**src/design/assert_macros.svh**
```systemverilog
// Assertion macros for the design files
`ifndef ASSERT_MACROS_SVH
`define ASSERT_MACROS_SVH

// Check a property on every rising edge outside reset
`define TOTP_ASSERT(name, clk, rst_n, prop) \
	name: assert property (@(posedge clk) disable iff (!rst_n) prop) else $error("totp assertion failed");

// Check that an antecedent implies a consequent in the same cycle
`define TOTP_ASSERT_IMP(name, clk, rst_n, ante, cons) \
	`TOTP_ASSERT(name, clk, rst_n, (ante) |-> (cons))

`endif

```
**src/design/totp_pkg.sv**
```systemverilog
// Shared types, constants and functions of the TOTP code generator
`default_nettype none
package totp_pkg;

	localparam int MAX_KEY_BYTES_DEF = 64;

	localparam int KEY_LEN_W   = 7;
	localparam int HASH_SEL_W  = 2;
	localparam int DIGITS_W    = 4;
	localparam int STEP_W      = 17;
	localparam int CFG_INDEX_W = 2;
	localparam int CFG_DATA_W  = 17;
	localparam int KWI_W       = 3;
	localparam int KW_W        = 64;
	localparam int TS_W        = 63;
	localparam int CODE_W      = 30;
	localparam int DIVISOR_W   = 30;
	localparam int DIGEST_W    = 512;

	localparam logic [CFG_INDEX_W-1:0] CFG_KEY_LENGTH   = 2'd0;
	localparam logic [CFG_INDEX_W-1:0] CFG_HASH_SELECT  = 2'd1;
	localparam logic [CFG_INDEX_W-1:0] CFG_CODE_DIGITS  = 2'd2;
	localparam logic [CFG_INDEX_W-1:0] CFG_STEP_SECONDS = 2'd3;

	localparam logic OP_KEY_WRITE = 1'b0;
	localparam logic OP_CODE      = 1'b1;

	localparam logic [HASH_SEL_W-1:0] ALG_SHA1   = 2'd0;
	localparam logic [HASH_SEL_W-1:0] ALG_SHA256 = 2'd1;
	localparam logic [HASH_SEL_W-1:0] ALG_SHA512 = 2'd2;
	localparam logic [HASH_SEL_W-1:0] ALG_BAD    = 2'd3;

	localparam logic [DIGITS_W-1:0] MAX_DIGITS = 4'd9;

	typedef struct packed {
		logic                  init;
		logic [HASH_SEL_W-1:0] alg;
		logic                  wr;
		logic [3:0]            wr_idx;
		logic [63:0]           wr_data;
		logic                  start;
	} hash_cmd_t;

	typedef struct packed {
		logic                busy;
		logic [DIGEST_W-1:0] digest;
	} hash_stat_t;

	typedef struct packed {
		logic                 start;
		logic [TS_W-1:0]      dividend;
		logic [DIVISOR_W-1:0] divisor;
	} div_cmd_t;

	typedef struct packed {
		logic                 busy;
		logic [TS_W-1:0]      quotient;
		logic [DIVISOR_W-1:0] remainder;
	} div_stat_t;

	function automatic logic [DIVISOR_W-1:0] pow10(input logic [DIGITS_W-1:0] d);
		logic [DIVISOR_W-1:0] m;
		case (d)
			4'd0:    m = 30'd1;
			4'd1:    m = 30'd10;
			4'd2:    m = 30'd100;
			4'd3:    m = 30'd1000;
			4'd4:    m = 30'd10000;
			4'd5:    m = 30'd100000;
			4'd6:    m = 30'd1000000;
			4'd7:    m = 30'd10000000;
			4'd8:    m = 30'd100000000;
			default: m = 30'd1000000000;
		endcase
		return m;
	endfunction

endpackage
`default_nettype wire

```
**src/design/totp_div.sv**
```systemverilog
// Bit-serial restoring divider: one quotient bit per cycle
`default_nettype none
module totp_div import totp_pkg::*; (
	input  logic      clk,
	input  logic      arst_n,
	input  div_cmd_t  cmd,
	output div_stat_t stat
);
	logic                 run_q;
	logic [5:0]           cnt_q;
	logic [TS_W-1:0]      q_q;
	logic [DIVISOR_W-1:0] r_q;
	logic [DIVISOR_W-1:0] d_q;
	logic [DIVISOR_W:0]   r_sh;
	logic [DIVISOR_W:0]   r_sub;
	logic                 qbit;
	logic [DIVISOR_W-1:0] r_nxt;

	always_comb begin
		r_sh  = {r_q, q_q[TS_W-1]};
		r_sub = r_sh - {1'b0, d_q};
		qbit  = (r_sh >= {1'b0, d_q});
		r_nxt = qbit ? r_sub[DIVISOR_W-1:0] : r_sh[DIVISOR_W-1:0];
	end

	always_ff @(posedge clk or negedge arst_n) begin
		if (!arst_n) begin
			run_q <= 1'b0;
			cnt_q <= '0;
		end else if (cmd.start) begin
			run_q <= 1'b1;
			cnt_q <= 6'(TS_W - 1);
		end else if (run_q) begin
			cnt_q <= cnt_q - 6'd1;
			if (cnt_q == 6'd0) begin
				run_q <= 1'b0;
			end
		end
	end

	always_ff @(posedge clk) begin
		if (cmd.start) begin
			q_q <= cmd.dividend;
			r_q <= '0;
			d_q <= cmd.divisor;
		end else if (run_q) begin
			q_q <= {q_q[TS_W-2:0], qbit};
			r_q <= r_nxt;
		end
	end

	assign stat.busy      = run_q;
	assign stat.quotient  = q_q;
	assign stat.remainder = r_q;
endmodule
`default_nettype wire

```
**config.mk**
```make
export PLATFORM = sky130hd
export DESIGN_NAME = totp_div
export DESIGN_NICKNAME = d
export VERILOG_FILES = /design/src/design/assert_macros.svh /design/src/design/totp_pkg.sv /design/src/design/totp_div.sv
export SDC_FILE = /design/constraint.sdc
export NUM_CORES = 1
export LEC_CHECK = 0
export ABC_AREA = 1
export ABC_CLOCK_PERIOD_IN_PS = 3300
export CAP_MARGIN = 10
export CORE_ASPECT_RATIO = 0.6
export CORE_MARGIN = 2
export CORE_UTILIZATION = 64
export DETAILED_ROUTE_END_ITERATION = 7
export DONT_BUFFER_PORTS = 1
export GPL_TIMING_DRIVEN = 1
export HOLD_SLACK_MARGIN = 0.12
export PLACE_DENSITY = 0.8
export RECOVER_POWER = 50
export SLEW_MARGIN = 20
export SYNTH_ARGS = -nofsm -noshare
export SYNTH_HDL_FRONTEND = slang
export SYNTH_SLANG_ARGS = --single-unit
export TNS_END_PERCENT = 100
```
**constraint.sdc**
```tcl
create_clock -name clk -period 3.3 [get_ports clk]
set_input_delay 0 -clock clk [delete_from_list [all_inputs] [get_ports clk]]
set_output_delay 0 -clock clk [all_outputs]
set_load 0.02 [all_outputs]
```
Yosys cells after proc, flatten, opt, wreduce, memory -nomap -nowiden
Index checks and enable logic that the tools add are counted.
{"block": "word_totals", "regBits": 130, "out_inout_bits": 94, "inputBits": 96, "elab_cells": 18}
{"block": "op_classes", "magnitude_cmp": 1, "muxes": 8, "n_reduce_logical": 2, "addsub": 2}
{"cell": "63-bit two-way mux", "count": 2}
{"cell": "31-bit by 30-bit >= comparator with 1-bit output", "count": 1}
{"cell": "30-bit two-way mux", "count": 1}
{"cell": "30-bit subtractor", "count": 1}
{"cell": "6-bit two-way mux", "count": 2}
{"cell": "6-bit zero test", "count": 1}
{"cell": "6-bit by 1-bit subtractor with 6-bit output, second input constant", "count": 1}
{"cell": "1-bit two-way mux", "count": 3}
{"cell": "2-bit nonzero test", "count": 1}

Logic depth before layout (Yosys ltp)
{"block": "depth", "word_depth": 4, "mapped_depth": 17, "mapped_depth_nobuf": 16}

Least setup slack after synthesis
No wires, ideal clock.
{"block": "synth_timing", "path_type": "register to register", "startpoint": "register run_q", "endpoint": "register q_q[0] (enable)", "path_slack_ns": 0.349, "stages_incl_launch_ff": 4, "t_arrival_ns": 2.498, "setup_time_ns": 0.453, "t_required_ns": 2.847, "n_path_buf": 1, "path_cell_list": "dfrtp_1 -> nor2_1 -> inv_1 -> clkbuf_1"}
{"block": "synth_between", "elab_chain_cells": 1}
{"element": "start: declaration", "line_no": "totp_div.sv:9", "source": "logic run_q;"}
{"element": "start signal: assignment", "line_no": "totp_div.sv:28", "source": "run_q <= 1'b0;"}
{"element": "start signal: assignment", "line_no": "totp_div.sv:31", "source": "run_q <= 1'b1;"}
{"element": "start signal: assignment", "line_no": "totp_div.sv:36", "source": "run_q <= 1'b0;"}
{"element": "2-bit nonzero test (no line)"}
{"element": "end signal: assignment", "line_no": "totp_div.sv:43", "source": "q_q <= cmd.dividend;"}
{"element": "end signal: assignment", "line_no": "totp_div.sv:47", "source": "q_q <= {q_q[TS_W-2:0], qbit};"}
{"element": "end: declaration", "line_no": "totp_div.sv:11", "source": "logic [TS_W-1:0] q_q;"}
Every way passes these cells.
A chain may end at the register's enable or synchronous reset.

Worst setup path after layout
{"block": "layout_timing", "startpoint": "register r_q[2]", "endpoint": "register r_q[13]"}
{"block": "layout_between", "elab_chain_cells": 2}
{"element": "start: declaration", "line_no": "totp_div.sv:12", "source": "logic [DIVISOR_W-1:0] r_q;"}
{"element": "start signal: assignment", "line_no": "totp_div.sv:48", "source": "r_q <= r_nxt;"}
{"element": "30-bit subtractor or 31-bit by 30-bit >= comparator with 1-bit output (tied branches)", "line_no": "totp_div.sv:21, totp_div.sv:22"}
{"element": "30-bit two-way mux (*)", "line_no": "totp_div.sv:23", "source": "r_nxt = qbit ? r_sub[DIVISOR_W-1:0] : r_sh[DIVISOR_W-1:0];"}
Mark *: on every way between the ends. The rest lies on a longest branch, timed or not.

==> flow_metrics.env <==
export IMPL_result_of_the_run="completed"
export IMPL_part_of_the_total_power_dissipated_in_sequential_elements=0.341
export IMPL_synth_ff_latch_count=130
export IMPL_total_cts_buffers=17
export IMPL_unrepaired_setup_endpoints_after_global_routing="false"
export IMPL_period_minus_slack_ps=2930
export IMPL_grt_total_usage=0.394
export IMPL_worst_slew_pin_transition_ps=751
export IMPL_setup_slack_ps=368
export IMPL_power_internal_mw=4.09
export IMPL_vias_in_the_first_global_route=7066
export IMPL_syn_cell_area_um2=7680
export IMPL_clock_sinks=130
export IMPL_synth_sequential_area_ratio=0.465
export IMPL_cts_max_level=4
export IMPL_cts_root_buffer="sky130_fd_sc_hd__clkbuf_16"
export IMPL_drv_slew=0
export IMPL_synth_edf_count=93
export IMPL_final_hold_viol_count=0
export IMPL_route_vias_total=7503
export IMPL_io_pin_count=190
export IMPL_timing_setup_critical_path_class="flip-flop to flip-flop"
export IMPL_drt_pre_antenna_iters=6
export IMPL_drv_cap=0
export IMPL_synthCells=1038
export IMPL_postRouteAntennaNets=0
export IMPL_via_per_inst=5.73
export IMPL_combPwrFrac=0.416
export IMPL_first_iter_violations=964
export IMPL_synth_fp_nets=1168
export IMPL_globalplace_congestion=1.02
export IMPL_nNetsFinal=1266
export IMPL_post_route_period_util=0.888
export IMPL_grt_first_pass_wirelength_um=38300
export IMPL_grt_antenna_before_repair=1
export IMPL_fmaxAchievable_mhz=341
export IMPL_synth_top_cell_by_area="sky130_fd_sc_hd__edfxtp_1"
export IMPL_clk_pin_slew_worst_paths_ps=70
export IMPL_ir_drop_uv=457
export IMPL_hpwl_after_detailed_placement_um=15700
export IMPL_topRoutingLayerUsed="met4"
export IMPL_ys_top_cells_by_count="sky130_fd_sc_hd__nand2_1 (448), sky130_fd_sc_hd__inv_1 (145), sky130_fd_sc_hd__edfxtp_1 (93), sky130_fd_sc_hd__nor2_1 (77), sky130_fd_sc_hd__nand3_1 (68)"
export IMPL_crit_path_max_fanout=21
export IMPL_dominantRegCellSynth="sky130_fd_sc_hd__edfxtp_1"
export IMPL_core_area_um2=11500
export IMPL_cts_resized_gates=0
export IMPL_power_clock_fraction=0.243
export IMPL_synthDistinctLibCells=36
export IMPL_largest_net_degree_at_the_start_of_global_routing=97
export IMPL_pwr_density_cell_nw_per_um2=814
export IMPL_relSlewSlack=0.499
export IMPL_met3_wirelength_um=3700
export IMPL_area_growth_synth_to_final_pct=21.9
export IMPL_synthTopCellsByArea="sky130_fd_sc_hd__edfxtp_1 (36%), sky130_fd_sc_hd__nand2_1 (22%), sky130_fd_sc_hd__dfxtp_1 (7.8%)"
export IMPL_floorplan_initialDensity=0.668
export IMPL_crit_path_end_kind="flip-flop"
export IMPL_synthesis_area_per_instance_um2=7.40
export IMPL_synth_top_cell_area_share=0.364
export IMPL_tritoncts="yes"
export IMPL_std_cell_rows=30
export IMPL_m1WireLength_um=10100
export IMPL_grt_overflow=0
export IMPL_yosys_cell_count_top_type="sky130_fd_sc_hd__nand2_1"
export IMPL_finClkSkew_ps=12.2
export IMPL_tns_ps=0
export IMPL_num_fill_cells=752
export IMPL_met2_wirelength_um=10900
export IMPL_drive_above_1_share=0.0513
export IMPL_crit_required_ps=3620
export IMPL_clockBufferDepth=2
export IMPL_placement_setup_worst_slack_ps=676
export IMPL_netSwitchingPower_mw=3.53
export IMPL_post_route_drc_count=0
export IMPL_die_w_um=145
export IMPL_ys_async_sr_fraction=0.0538
export IMPL_finalWirelength_um=25400
export IMPL_wl_per_cell_um=19.4
export IMPL_arrival_ps=3260
export IMPL_die_area_um2=12900
export IMPL_port_buffers=0
export IMPL_yosys_warnings=0
export IMPL_later_pin_clock_latency_in_the_skew_report_ps=430
export IMPL_power_leakage_nw=4.69
export IMPL_netSwitchingFraction=0.463
export IMPL_critical_path_startpoint_type="flip-flop"
export IMPL_setup_viol=0
export IMPL_worst_hold_path_type="input pin to flip-flop"
export IMPL_die_y_um=88.8
==> logic make-up after synthesis <==
logic type / after synthesis / synth area share
AOI/OAI and AO/OA: 50 / 0.0352
xor gates and xnor gates: 14 / 0.0160
adders and majority gates: 34 / 0.0564
buffers and inverters: 176 / 0.0914
DFF: 130 / 0.465
and+or+nand+nor: 634 / 0.336
==> sequential cells by signal, indices dropped and copies added, names as in the netlist <==
register	count
q_q	63
cnt_q	6
d_q	30
run_q	1
r_q	30
==> cell type report <==
cell class | instances | area (um^2) | area share
antenna | 1 | 2.50 | 0.000267
clock buffer | 17 | 425 | 0.0455
clock inverter | 15 | 135 | 0.0144
sequential | 130 | 3570 | 0.381
multi-input combinational | 732 | 3410 | 0.364
timing repair buffer | 106 | 1060 | 0.113
tap | 160 | 200 | 0.0214
inverter | 149 | 559 | 0.0598
==> power by group through the flow <==
stage	clock network (mW)	logic, mW	registers [mW]
after floorplan	0	2.18	2.55
after global placement	0	2.80	2.60
after detailed placement	0	2.82	2.60
after CTS	1.82	2.97	2.57
after global routing	1.92	3.45	2.63
final	1.85	3.17	2.60
==> layer usage <==
| layer | GRT usage | up-vias |
|---|---|---|
| li1 | - | 3457 |
| met1 | 0.540 | 3394 |
| met3 | 0.139 | 64 |
| met5 | 0 | - |
| met2 | 0.594 | 588 |
| met4 | 0.134 | 0 |
==> through the flow <==
step	hold WS (ps)	power (mW)	utilization	cells	cell area (um^2)
after floorplan	-296	4.73	-	1038	7680
after global placement	-295	5.40	0.680	1180	7810
after detailed placement	-295	5.42	0.680	1180	7810
after CTS	141	7.36	0.815	1309	9360
after global routing	187	7.99	0.814	1309	9360
final	170	7.62	0.815	1310	9360
==> critical path, cell delays in order, from the launching register on <==
cell,delay (ps)
sky130_fd_sc_hd__dfxtp_1,330
sky130_fd_sc_hd__clkbuf_1,400
sky130_fd_sc_hd__ha_1,370
sky130_fd_sc_hd__nand2_1,130
sky130_fd_sc_hd__nor2_1,70
sky130_fd_sc_hd__nand2_2,70
sky130_fd_sc_hd__nand2_2,80
sky130_fd_sc_hd__nand2_1,90
sky130_fd_sc_hd__nand2_2,100
sky130_fd_sc_hd__nand2_1,100
sky130_fd_sc_hd__nand3_2,300
sky130_fd_sc_hd__buf_4,350
sky130_fd_sc_hd__nor2_1,150
sky130_fd_sc_hd__nor2_1,80
sky130_fd_sc_hd__nand2_1,120
sky130_fd_sc_hd__nand2_1,60
==> cell usage in the layout, fill, tap and decap left out, drive strengths merged <==
cell type and count:
o21bai 4, fa 1, a21o 1, xnor2 13, nand3b 6, xor2 1, or2 1, a41oi 1
clkinv 3, dfrtp 7, ha 33, edfxtp 93, clkbuf 19, and3 1, and2 4, a31oi 1
buf 8, diode 1, nand4 9, nor2 82, inv 159, a21oi 24, nand2 455, nor3 6
dfxtp 30, a22oi 1, o21ai 18, clkinvlp 2, nand3 70, dlygate4sd3 96
==> worst paths after layout <==
kind / from / slack (ps) / depth (start not counted) / end
worst min register to register: cnt_q[2]$_DFFE_PN0P_ / 570 / 1 / cnt_q[2]$_DFFE_PN0P_
max in group asynchronous: arst_n / 2560 / 2 / cnt_q[2]$_DFFE_PN0P_
worst max register to register: r_q[2]$_SDFFE_PP0P_ / 370 / 15 / r_q[13]$_SDFFE_PP0P_
min in group asynchronous: arst_n / 470 / 2 / run_q$_DFF_PN0_
worst min-delay path: cmd[93] / 170 / 3 / cnt_q[5]$_DFFE_PN0P_
worst max-delay path: r_q[2]$_SDFFE_PP0P_ / 370 / 15 / r_q[13]$_SDFFE_PP0P_
==> repair_timing <==
item	in CTS	in global routing
hold endpoints to repair	155	0
setup buffers	0	0
hold buffers	97	0
Power figures use the tool's default switching activity.
