## src/design/assert_macros.svh

```systemverilog
// Assertion macros for the design files
`ifndef ASSERT_MACROS_SVH
`define ASSERT_MACROS_SVH

// Check a property on every rising edge outside reset
`define TOTP_ASSERT(name, clk, rst_n, prop) \
	name: assert property (@(posedge clk) disable iff (!rst_n) prop) else $error("totp assertion failed");

// Check that an antecedent implies a consequent in the same cycle
`define TOTP_ASSERT_IMP(name, clk, rst_n, ante, cons) \
	`TOTP_ASSERT(name, clk, rst_n, (ante) |-> (cons))

`endif

```

## src/design/totp_ram.sv

```systemverilog
// Generic single-write, single-read RAM with registered read data
`default_nettype none
module totp_ram #(
	parameter int WIDTH = 64,
	parameter int DEPTH = 8,
	parameter int AW    = (DEPTH > 1) ? $clog2(DEPTH) : 1
) (
	input  logic             clk,
	input  logic             we,
	input  logic [AW-1:0]    waddr,
	input  logic [WIDTH-1:0] wdata,
	input  logic [AW-1:0]    raddr,
	output logic [WIDTH-1:0] rdata
);
	logic [WIDTH-1:0] mem [DEPTH];

	always_ff @(posedge clk) begin
		if (we) begin
			mem[waddr] <= wdata;
		end
		rdata <= mem[raddr];
	end
endmodule
`default_nettype wire

```

## config.mk

```make
export PLATFORM = sky130hd
export DESIGN_NAME = totp_ram
export DESIGN_NICKNAME = d
export VERILOG_FILES = /design/src/design/assert_macros.svh /design/src/design/totp_ram.sv
export SDC_FILE = /design/constraint.sdc
export NUM_CORES = 1
export LEC_CHECK = 0
export ABC_AREA = 0
export BUFFER_PORTS_ARGS = -buffer_cell sky130_fd_sc_hd__clkbuf_2
export CELL_PAD_IN_SITES_DETAIL_PLACEMENT = 0
export CELL_PAD_IN_SITES_GLOBAL_PLACEMENT = 1
export CORE_MARGIN = 3
export CORE_UTILIZATION = 58
export DETAILED_ROUTE_END_ITERATION = 6
export GPL_TIMING_DRIVEN = 0
export PLACE_DENSITY = 0.88
export SYNTH_ARGS = -nofsm -noshare
export SYNTH_HDL_FRONTEND = slang
export SYNTH_SLANG_ARGS = --single-unit
```

## constraint.sdc

```tcl
create_clock -name clk -period 8.3 [get_ports clk]
set_input_delay 0.83 -clock clk [delete_from_list [all_inputs] [get_ports clk]]
set_output_delay 0.83 -clock clk [all_outputs]
set_load 0.02 [all_outputs]
```

---- Yosys cells after proc, flatten, opt, wreduce, memory -nomap -nowiden ----
Memory sizes are Yosys's and may differ from the RTL's. A register that Yosys moved wholly into a read port is not among the register bits.
Index checks and enable logic that the tools add are counted.
storage, ports and cells
  register bits after elaboration ......... 0
  bits in writable memories ............... 512
  bits of input ports ..................... 72
  memories ................................ 1
memories
  memory  words  bits a word  rd ports  clocked after memory_dff  wr ports  RTL line        source
  mem     8      64           1         1                         1         totp_ram.sv:15  logic [WIDTH-1:0] mem [DEPTH];
cells by class
  multiplexer cells ....................... 2
operators by type and width
  operator  count
  $mux 1    2

---- Logic depth before layout (Yosys ltp) ----
Gate-level depths: netlist of run 1.
  word-level depth ........................ 2
  depth in mapped cells ................... 4
  depth with buffers taken out ............ 2

---- Worst setup path after synthesis of run 1 ----
No wires, ideal clock.
  kind .................................... in2reg
  from .................................... input waddr[2]
  to ...................................... memory mem[0][0] (enable)
  arrival ................................. 5360 ps
  path slack .............................. 2374 ps
  stages .................................. 2
  buffers on the path ..................... 0
  path through ............................ nand2b_1 > nor3_1
RTL lines
  what         RTL line        source
  from (decl)  totp_ram.sv:10  input logic [AW-1:0] waddr,
  to (decl)    totp_ram.sv:15
No word-level cell before the write port.

---- Final worst setup path of run 1 ----
  from .................................... input waddr[2]
  to ...................................... memory mem[0][53] (enable)
No word-level cell before the write port.

==> flow_metrics.py, run 1 <==
metrics = {
    "drt": {
        "viasPerCell": 5.91,
        "drt_iter0_markers": 917,
        "wl_per_cell_microns": 25.3,
        "finalWirelength_mm": 38.9,
        "drc": 0,
        "vias": 9086,
        "drt-pass1-iter-count": 5,
        "drt.antenna.violating_nets": 0,
    },
    "setup_path": {
        "critPathMaxStageDelay_ps": 620,
        "cp-end-kind": "flip-flop",
        "cp_data_required_time_ps": 8580,
        "path_cells": "clkbuf_2 -> nand2b_1 -> nor3_2 -> buf_8 -> buf_6 -> buf_6 -> buf_6 -> buf_6",
        "ff2ff_setup_slack_ps": 6960,
        "crit_fanout": 10,
        "r2r_cells": 2,
        "r2r-end": "rdata[10]",
        "crit_top_cell": "buf_6",
        "start_kind": "input port",
        "crit_arrival_ps": 2730,
        "worst-setup-path-type": "input port to flip-flop",
        "crit-reg2reg-launch": "mem[7][10]",
        "critPathSlowestCell": "nor3_2",
    },
    "die": {
        "num_rows": 68,
        "dieWidth_microns": 194,
        "ios": 136,
        "initial_core_util": 0.592,
        "coreArea_sq_um": 34700,
        "die_y_microns": 194,
        "floorplan.die_area_sq_um": 37700,
    },
    "timing": {
        "fin_setup_tns_ps": 0,
        "worst_pin_slew_ps": 872,
        "fmax_mhz": 408,
        "hold_viol_final": 0,
        "period_share": 0.296,
        "rsz0062_at_grt": "false",
        "fin_skew_ps": 8.91,
        "hold-worst-slack_ps": 539,
        "slew_headroom": 0.418,
        "drv_slew": 0,
        "min_period_ps": 2450,
        "finalSetupViolations": 0,
    },
    "synthesis": {
        "synth_edf_count": 512,
        "synth_top_area_share": 0.748,
        "synthCells": 816,
        "synth_nets": 888,
        "yosys_warnings": 0,
        "yosys-top-cells-area": "edfxtp_1, mux4_2, dfxtp_1",
        "synth_common_cells": "edfxtp_1, mux4_2, dfxtp_1, mux2_2, buf_6",
        "synth_most_common_cell": "edfxtp_1",
        "ys_ff_latch": 576,
        "ys_dominant_reg_cell": "edfxtp_1",
        "synth_area_per_cell_sq_um": 25.2,
        "seq_area_frac_synth": 0.811,
        "synth.distinct_cells": 13,
        "syn-cell-area_sq_um": 20500,
        "yosysTopAreaCell": "edfxtp_1",
        "synthArstFlopShare": 0,
    },
    "cts": {
        "cts_root_buf": "clkbuf_16",
        "cts_setup_buffers": 0,
        "clk_latency_ps": 560,
        "ctsResizeCount": 0,
        "cts_tree": "built",
        "ctsHtreeMaxLevel": 2,
        "cts.sinks": 576,
        "path_clk_slew_ps": 60,
        "cts_buffer_depth": 3,
        "cts_buffers": 53,
        "holdBufCountCts": 0,
    },
    "worst_hold_path": {
        "hold_path.class": "input port to flip-flop",
        "hp-start": "wdata[1]",
        "min_to": "mem[1][1]",
        "min_delay_path_depth": 1,
    },
    "global_routing": {
        "grt_first_pass_wirelength_mm": 59.0,
        "grt_max_degree": 26,
        "grt_overflow": 0,
        "grt_pass1_vias": 9626,
        "antenna_found_initial": 4,
        "track_usage": 0.208,
    },
    "outcome": {
        "outcome": "finished, final reports clean",
    },
    "flow_run": {
        "drv_cap": 0,
    },
    "placed_design": {
        "portBuffers": 132,
        "gp_congestion": 0.696,
        "dp_hpwl_mm": 24.0,
    },
    "cells_and_area": {
        "nNetsFinal": 1107,
        "syn2layout_area_growth_pct": 17.7,
        "drive_gt1_frac": 0.432,
    },
    "power": {
        "p_leak_nw": 8.08,
        "cellPowerDensity_nw_per_um2": 254,
        "ir_worst_vdd_v": 0.000169,
    },
}
==> power by group <==
group | internal (mW) | total [mW] | switching, mW
registers | 3.27 | 3.31 | 0.0331
logic | 0.160 | 0.358 | 0.198
clock network | 1.47 | 2.48 | 1.01
total | 4.91 | 6.15 | 1.24
==> layout by cell type, fill, tap and decap left out, drive strengths merged <==
cell / n
nand2b: 3
diode: 3
edfxtp: 512
clkbuf: 209
mux2: 64
dfxtp: 64
clkinvlp: 4
buf: 58
inv: 1
nand2: 2
bufinv: 7
nor2: 6
nor3: 2
clkinv: 20
mux4: 128
==> metal layers <==
metal / global-route usage / vias up / wire length, microns
li1: - / 3905 / -
met1: 0.305 / 4754 / 16100
met2: 0.330 / 346 / 19200
met3: 0.0387 / 79 / 2640
met4: 0.0582 / 2 / 936
met5: 0 / - / 20
==> critical path: cells and delay by family <==
| family | cells | cell delay, ps |
|---|---|---|
| buffers and inverters | 6 | 960 |
| and+or+nand+nor | 2 | 920 |
==> kinds of logic after synthesis <==
logic type	Yosys count	share of synthesized area
buffers and inverters	35	0.0111
flip-flops	576	0.811
multiplexers	192	0.175
AND/OR/NAND/NOR	13	0.00286
==> through the flow <==
step / instance area (sq um) / total power, mW / setup slack (ps) / utilization / instances
after floorplan: 20500 / 3.58 / 2370 / - / 816
after global placement: 21800 / 3.71 / -1910 / 0.627 / 1403
after detailed placement: 22400 / 3.73 / 5250 / 0.644 / 1435
after CTS: 24200 / 6.20 / 5830 / 0.696 / 1535
after global routing: 24200 / 6.32 / 5750 / 0.697 / 1538
final: 24200 / 6.15 / 5850 / 0.697 / 1538
==> flip-flops by register name (all words and copies together), names as in the netlist <==
name and cells:
rdata 64, mem 512
==> how the worst max path moves through the flow <==
stage                  start    endpoint  slack (ps)  cells after the start
finish              waddr[2]  mem[0][53]        5850                      8
global route        waddr[2]  mem[0][50]        5750                      8
CTS                 waddr[2]  mem[0][56]        5830                      8
detailed placement  waddr[2]  mem[0][53]        5250                      8
global placement    waddr[2]  mem[0][53]       -1910                      3
floorplan           waddr[2]   mem[0][0]        2370                      2
==> cell type report <==
| type | instances | area (sq um) |
|---|---|---|
| sequential | 576 | 16700 |
| fill | 2054 | 10500 |
| multi-input combinational | 205 | 3720 |
| clock buffer | 68 | 1480 |
| timing repair buffer | 164 | 1180 |
| tap | 455 | 569 |
| clock inverter | 32 | 342 |
| buffer | 35 | 229 |
| antenna | 3 | 7.51 |
Note: power is estimated with default switching activity, not from simulation.
==> inputs of run 2 (changes only) <==
--- a/config.mk
+++ b/config.mk
@@ -5,15 +5,15 @@
 export SDC_FILE = /design/constraint.sdc
 export NUM_CORES = 1
 export LEC_CHECK = 0
-export ABC_AREA = 0
+export ABC_AREA = 1
 export BUFFER_PORTS_ARGS = -buffer_cell sky130_fd_sc_hd__clkbuf_2
 export CELL_PAD_IN_SITES_DETAIL_PLACEMENT = 0
 export CELL_PAD_IN_SITES_GLOBAL_PLACEMENT = 1
 export CORE_MARGIN = 3
-export CORE_UTILIZATION = 58
+export CORE_UTILIZATION = 48
 export DETAILED_ROUTE_END_ITERATION = 6
 export GPL_TIMING_DRIVEN = 0
-export PLACE_DENSITY = 0.88
+export PLACE_DENSITY = 0.83
 export SYNTH_ARGS = -nofsm -noshare
 export SYNTH_HDL_FRONTEND = slang
 export SYNTH_SLANG_ARGS = --single-unit
==> constraint.sdc (replaced) <==
create_clock -name clk -period 2.4 [get_ports clk]
set_input_delay 0.24 -clock clk [delete_from_list [all_inputs] [get_ports clk]]
set_output_delay 0.24 -clock clk [all_outputs]
set_load 0.02 [all_outputs]
==> run 2 against run 1 <==
Effect of this change:
- combinational power rose to 4.9 times the previous value
- final cell count rose by 110%
- synthesized area rose by 15%
- global-route usage rose by 1.0 points
- flip-flop and latch count did not move
- synthesized cell count rose to 2.8 times the previous value
- worst setup slack got worse by 5000 ps
- sequential power rose to 3.4 times the previous value
==> flow_metrics.py, run 2 <==
metrics = {
    "cells_and_area": {
        "largestRegisters": "mem x512, rdata x64",
        "nNetsFinal": 2641,
        "syn2layout_area_growth_pct": 19.6,
        "drive_gt1_frac": 0.130,
        "final_common_cell": "nand2_1",
        "top_register": "mem",
        "largest_reg_flops": 512,
        "layout_common_cells": "nand2_1, inv_1, edfxtp_1",
    },
    "power": {
        "clkPwrFrac": 0.422,
        "swShare": 0.222,
        "switching_power_mw": 5.05,
        "p_comb_frac": 0.076,
        "finalPower_mw": 22.8,
        "power_frac_seq": 0.501,
        "p_int_mw": 17.7,
        "cellPowerDensity_nw_per_um2": 804,
        "ir_worst_vdd_v": 0.000636,
        "p_leak_nw": 13.1,
    },
    "timing": {
        "hold_viol_final": 0,
        "fin_setup_tns_ps": 0,
        "fin_skew_ps": 11.8,
        "rsz0062_at_grt": "false",
        "min_period_ps": 1580,
        "finalSetupViolations": 0,
        "fmax_mhz": 632,
        "worst_pin_slew_ps": 858,
        "drv_slew": 0,
        "period_share": 0.659,
        "slew_headroom": 0.428,
    },
    "synthesis": {
        "yosys-top-cells-area": "edfxtp_1, nand2_1, inv_1",
        "synth_nets": 2366,
        "ys_ff_latch": 576,
        "syn-cell-area_sq_um": 23700,
        "yosys_warnings": 0,
        "synthCells": 2294,
        "ys_dominant_reg_cell": "edfxtp_1",
        "yosysTopAreaCell": "edfxtp_1",
        "synth_most_common_cell": "nand2_1",
        "seq_area_frac_synth": 0.704,
        "synth_area_per_cell_sq_um": 10.3,
        "synth_common_cells": "nand2_1, inv_1, edfxtp_1",
        "synth.distinct_cells": 12,
        "synth_top_area_share": 0.650,
        "synth_edf_count": 512,
        "synthArstFlopShare": 0,
    },
    "setup_path": {
        "crit_top_cell": "buf_12",
        "ff2ff_setup_slack_ps": 1440,
        "critPathMaxStageDelay_ps": 690,
        "crit_family": "simple AND/OR/NAND/NOR gates",
        "crit_fanout": 24,
        "path_cells": "clkbuf_2 -> inv_1 -> nand2_1 -> nor2_4 -> buf_12 -> buf_12",
        "cp-end-kind": "flip-flop",
        "critPathSlowestCell": "nor2_4",
        "worst-setup-path-type": "input port to flip-flop",
        "path_buf_inv": 4,
        "crit_arrival_ps": 1870,
        "crit-reg2reg-launch": "mem[3][0]",
        "r2r_cells": 6,
        "r2r-end": "rdata[0]",
        "start_kind": "input port",
        "cp_data_required_time_ps": 2690,
    },
    "cts": {
        "cts_buffer_depth": 3,
        "cts_root_buf": "clkbuf_16",
        "cts.sinks": 576,
        "ctsHtreeMaxLevel": 2,
        "cts_tree": "built",
        "cts_buffers": 57,
        "clk_latency_ps": 600,
        "cts_setup_buffers": 0,
        "path_clk_slew_ps": 60,
    },
    "drt": {
        "drt-pass1-iter-count": 5,
        "drt_iter0_markers": 1232,
        "wl_per_cell_microns": 17.3,
        "viasPerCell": 4.78,
        "vias": 15670,
        "drt.antenna.violating_nets": 0,
        "drc": 0,
        "finalWirelength_mm": 56.7,
    },
    "placed_design": {
        "portBuffers": 134,
        "gp_congestion": 0.763,
        "dp_hpwl_mm": 35.8,
    },
    "die": {
        "initial_core_util": 0.490,
        "die_y_microns": 228,
        "floorplan.die_area_sq_um": 52000,
        "coreArea_sq_um": 48200,
        "num_rows": 80,
        "ios": 136,
        "dieWidth_microns": 228,
    },
    "outcome": {
        "outcome": "finished, final reports clean",
    },
    "global_routing": {
        "grt_pass1_vias": 15944,
        "grt_first_pass_wirelength_mm": 87.8,
        "grt_max_degree": 27,
        "antenna_found_initial": 4,
        "grt_overflow": 0,
        "track_usage": 0.218,
    },
    "worst_hold_path": {
        "min_to": "rdata[2]",
        "hold_path.class": "input port to flip-flop",
        "min_delay_path_depth": 4,
        "hp-start": "raddr[2]",
    },
    "flow_run": {
        "drv_cap": 0,
    },
}
==> run 2: changes by cell type after synthesis, moves of 3 or more <==
cell / previous run / this run
nand2b_1: 3 / 0
mux4_2: 128 / 0
nand2_1: 2 / 838
buf_1: 9 / 4
nand3_1: 0 / 256
buf_2: 3 / 54
mux2_2: 64 / 0
inv_1: 0 / 516
buf_4: 3 / 18
==> run 2: metal layers <==
metal	up-vias	global-route usage	part of all wire
met1	7297	0.287	0.42
met3	142	0.0352	0.069
li1	7671	-	-
met5	-	0	0.00023
met2	558	0.363	0.47
met4	2	0.0902	0.035
==> run 2: what timing repair did <==
action	4_1_cts	5_1_grt
hold buffers	64	0
setup endpoints to repair	0	0
endpoints found under the hold margin	512	0
gates resized for setup	0	0
==> run 2: metrics by stage <==
stage          hold WS (ps)   util  cells  area [sq um]  worst slack, ps
3_5_place_dp            512  0.530   3102         25600              174
4_1_cts                 168  0.586   3274         28300              796
6_report                236  0.587   3277         28300              817
5_1_grt                 206  0.586   3276         28300              698
3_3_place_gp            506  0.522   3084         25200            -2020
2_1_floorplan           339      -   2294         23700             -120
==> run 2: layout make-up <==
| class | count | area, sq um |
|---|---|---|
| buffer | 98 | 601 |
| clock buffer | 79 | 1630 |
| fill | 3920 | 19900 |
| tap | 656 | 821 |
| timing repair buffer | 216 | 1690 |
| inverter | 518 | 1940 |
| multi-input combinational | 1102 | 4520 |
| antenna | 3 | 7.51 |
| sequential | 576 | 16700 |
| clock inverter | 29 | 425 |
==> run 2: kinds of logic after synthesis <==
family,Yosys count,synth area share
and+or+nand+nor,1102,0.188
DFF,576,0.704
buffers and inverters,616,0.108
==> run 2: how the worst max path moves through the flow <==
stage                        start          to  slack (ps)  cells after the start
after global routing      waddr[0]  mem[0][59]         700                      6
after floorplan           waddr[0]   mem[0][0]        -120                      3
after CTS                 waddr[0]   mem[0][8]         800                      6
final                     waddr[0]  mem[0][58]         820                      6
after detailed placement  waddr[0]  mem[0][57]         170                      6
after global placement    waddr[0]  mem[0][57]       -2020                      4
==> run 2: tightest hold or removal path, delay by kind of cell <==
kind,cells,cell delay (ps)
buf+inv,2,330
simple gates,2,190
==> run 2: power by group through the flow <==
| stage | registers [mW] | clock network, mW | logic (mW) |
|---|---|---|---|
| floorplan | 11.8 | 0 | 0.804 |
| finish | 11.4 | 9.61 | 1.74 |
| CTS | 11.4 | 9.73 | 1.75 |
| global placement | 11.6 | 0 | 1.57 |
| global route | 11.4 | 10.2 | 1.92 |
| detailed placement | 11.6 | 0 | 1.65 |
==> inputs of run 3 (changes only) <==
--- a/config.mk
+++ b/config.mk
@@ -5,7 +5,7 @@
 export SDC_FILE = /design/constraint.sdc
 export NUM_CORES = 1
 export LEC_CHECK = 0
-export ABC_AREA = 1
+export ABC_AREA = 0
 export BUFFER_PORTS_ARGS = -buffer_cell sky130_fd_sc_hd__clkbuf_2
 export CELL_PAD_IN_SITES_DETAIL_PLACEMENT = 0
 export CELL_PAD_IN_SITES_GLOBAL_PLACEMENT = 1
@@ -13,7 +13,7 @@
 export CORE_UTILIZATION = 48
 export DETAILED_ROUTE_END_ITERATION = 6
 export GPL_TIMING_DRIVEN = 0
-export PLACE_DENSITY = 0.83
+export PLACE_DENSITY = 0.79
 export SYNTH_ARGS = -nofsm -noshare
 export SYNTH_HDL_FRONTEND = slang
 export SYNTH_SLANG_ARGS = --single-unit
==> constraint.sdc (replaced) <==
create_clock -name clk -period 1.4 [get_ports clk]
set_input_delay 0.14 -clock clk [delete_from_list [all_inputs] [get_ports clk]]
set_output_delay 0.14 -clock clk [all_outputs]
set_load 0.02 [all_outputs]
==> run 3 against run 2 <==
Effect of this change:
- flip-flop and latch count unchanged
- register-to-register slack got worse by 1400 ps
- die area decreased by 13%
- clock skew increased by 6.2 ps
- routed wire length decreased by 29%
- non-clock buffer count decreased by 60
==> flow_metrics.py, run 3 (same netlist as run 1, synthesis figures left out) <==
metrics = {
    "outcome": {
        "outcome": "finished, final reports clean",
    },
    "cells_and_area": {
        "diodes": 0,
        "register_area_sq_um": 16700,
        "utilization": 0.591,
        "nNetsFinal": 1166,
        "top_register": "mem",
        "final-instance-count-excl-fill": 1680,
        "final_common_cell": "edfxtp_1",
        "largestRegisters": "mem x512, rdata x64",
        "fill_cells": 2961,
        "drive_gt1_frac": 0.405,
        "fin_area_sq_um": 24900,
        "multiInputGateArea_sq_um": 3800,
        "layout_common_cells": "edfxtp_1, clkbuf_2, mux4_2",
        "largest_reg_flops": 512,
        "syn2layout_area_growth_pct": 21.3,
    },
    "setup_path": {
        "ff2ff_setup_slack_ps": 60,
        "cp-end-kind": "flip-flop",
        "cp_data_required_time_ps": 1880,
        "path_buf_inv": 2,
        "crit_family": "buffers and inverters",
        "crit-reg2reg-launch": "mem[5][36]",
        "worst-setup-path-type": "input port to flip-flop",
        "crit_arrival_ps": 1830,
        "crit_fanout": 10,
        "r2r-end": "rdata[36]",
        "path_cells": "buf_1 -> clkbuf_1 -> mux2_2",
        "r2r_cells": 2,
        "critPathMaxStageDelay_ps": 640,
        "critPathSlowestCell": "clkbuf_1",
        "start_kind": "input port",
    },
    "power": {
        "p_leak_nw": 8.34,
        "finalPower_mw": 36.6,
        "ir_worst_vdd_v": 0.000988,
        "cellPowerDensity_nw_per_um2": 1470,
    },
    "placed_design": {
        "dpl_cell_area_sq_um": 22400,
        "gp_congestion": 0.673,
        "place_ws_ps": -716,
        "dp_hpwl_mm": 23.8,
        "dp.cells": 1509,
        "portBuffers": 132,
    },
    "drt": {
        "drc": 0,
        "vias": 9244,
        "drt_iter0_markers": 740,
        "viasPerCell": 5.50,
        "wl_per_cell_microns": 23.9,
        "finalWirelength_mm": 40.1,
        "drt.antenna.violating_nets": 0,
        "drt-pass1-iter-count": 5,
    },
    "timing": {
        "min_period_ps": 1360,
        "worst_pin_slew_ps": 1060,
        "fin_ws_ps": 41.5,
        "finalSetupViolations": 0,
        "slew_headroom": 0.290,
        "drv_slew": 0,
        "fin_skew_ps": 18.0,
        "rsz0062_at_grt": "false",
        "fin_setup_tns_ps": 0,
        "hold-worst-slack_ps": 39.6,
        "period_share": 0.970,
        "hold_viol_final": 0,
        "fmax_mhz": 736,
    },
    "cts": {
        "cts_tree": "built",
        "clk_latency_ps": 590,
        "cts_root_buf": "clkbuf_16",
        "cts_buffer_depth": 3,
        "path_clk_slew_ps": 60,
        "ctsHtreeMaxLevel": 2,
        "cts.sinks": 576,
        "cts_buffers": 55,
    },
    "global_routing": {
        "track_usage": 0.179,
        "grt_first_pass_wirelength_mm": 59.6,
        "grt_overflow": 0,
        "grt_pass1_vias": 9626,
        "antenna_found_initial": 2,
        "grt_max_degree": 26,
    },
    "die": {
        "initial_core_util": 0.488,
        "die_y_microns": 213,
        "coreArea_sq_um": 42100,
        "dieWidth_microns": 213,
        "floorplan.die_area_sq_um": 45300,
        "num_rows": 75,
        "ios": 136,
    },
    "worst_hold_path": {
        "hp-start": "waddr[1]",
        "hold_path.class": "input port to flip-flop",
        "min_delay_path_depth": 2,
        "min_to": "mem[0][21]",
    },
    "flow_run": {
        "drv_cap": 0,
    },
}
## run 3: worst max path at each step
stage               startpoint    endpoint  slack (ps)  cells past startpoint
floorplan             waddr[2]   mem[0][0]        -920                      2
global route          raddr[1]   rdata[25]         0.7                      3
global placement      waddr[2]  mem[0][54]       -2550                      3
detailed placement    waddr[1]  mem[5][54]        -720                      5
finish                raddr[1]   rdata[41]          40                      3
CTS                   raddr[1]   rdata[61]           8                      3
## run 3: final cells by class
| type | count | share of cell area |
|---|---|---|
| clock inverters | 27 | 0.0107 |
| clock buffers | 77 | 0.0618 |
| multi-input cells | 207 | 0.152 |
| plain buffers | 35 | 0.00939 |
| repair buffers | 219 | 0.0701 |
| flip-flops and latches | 576 | 0.669 |
| well taps | 539 | 0.0271 |
## run 3: layer usage
| layer | vias up | part of all wire | GRT usage |
|---|---|---|---|
| met5 | - | 0.00052 | 0 |
| met4 | 4 | 0.024 | 0.0553 |
| met3 | 72 | 0.060 | 0.0354 |
| met2 | 274 | 0.48 | 0.282 |
| met1 | 4871 | 0.43 | 0.257 |
| li1 | 4023 | - | - |
## run 3: where the power goes
| part | switching [mW] | internal [mW] |
|---|---|---|
| clock network | 6.06 | 8.59 |
| registers | 0.181 | 19.4 |
| logic | 1.24 | 1.07 |
| total | 7.49 | 29.1 |
## run 3: what timing repair did
action / in CTS / in global routing
hold buffers: 64 / 0
buffers inserted: 0 / 1
pin swaps: 2 / 2
setup endpoints to repair: 24 / 81
gates resized for setup: 4 / 4
gates cloned: 1 / 1
endpoints found under the hold margin: 512 / 0
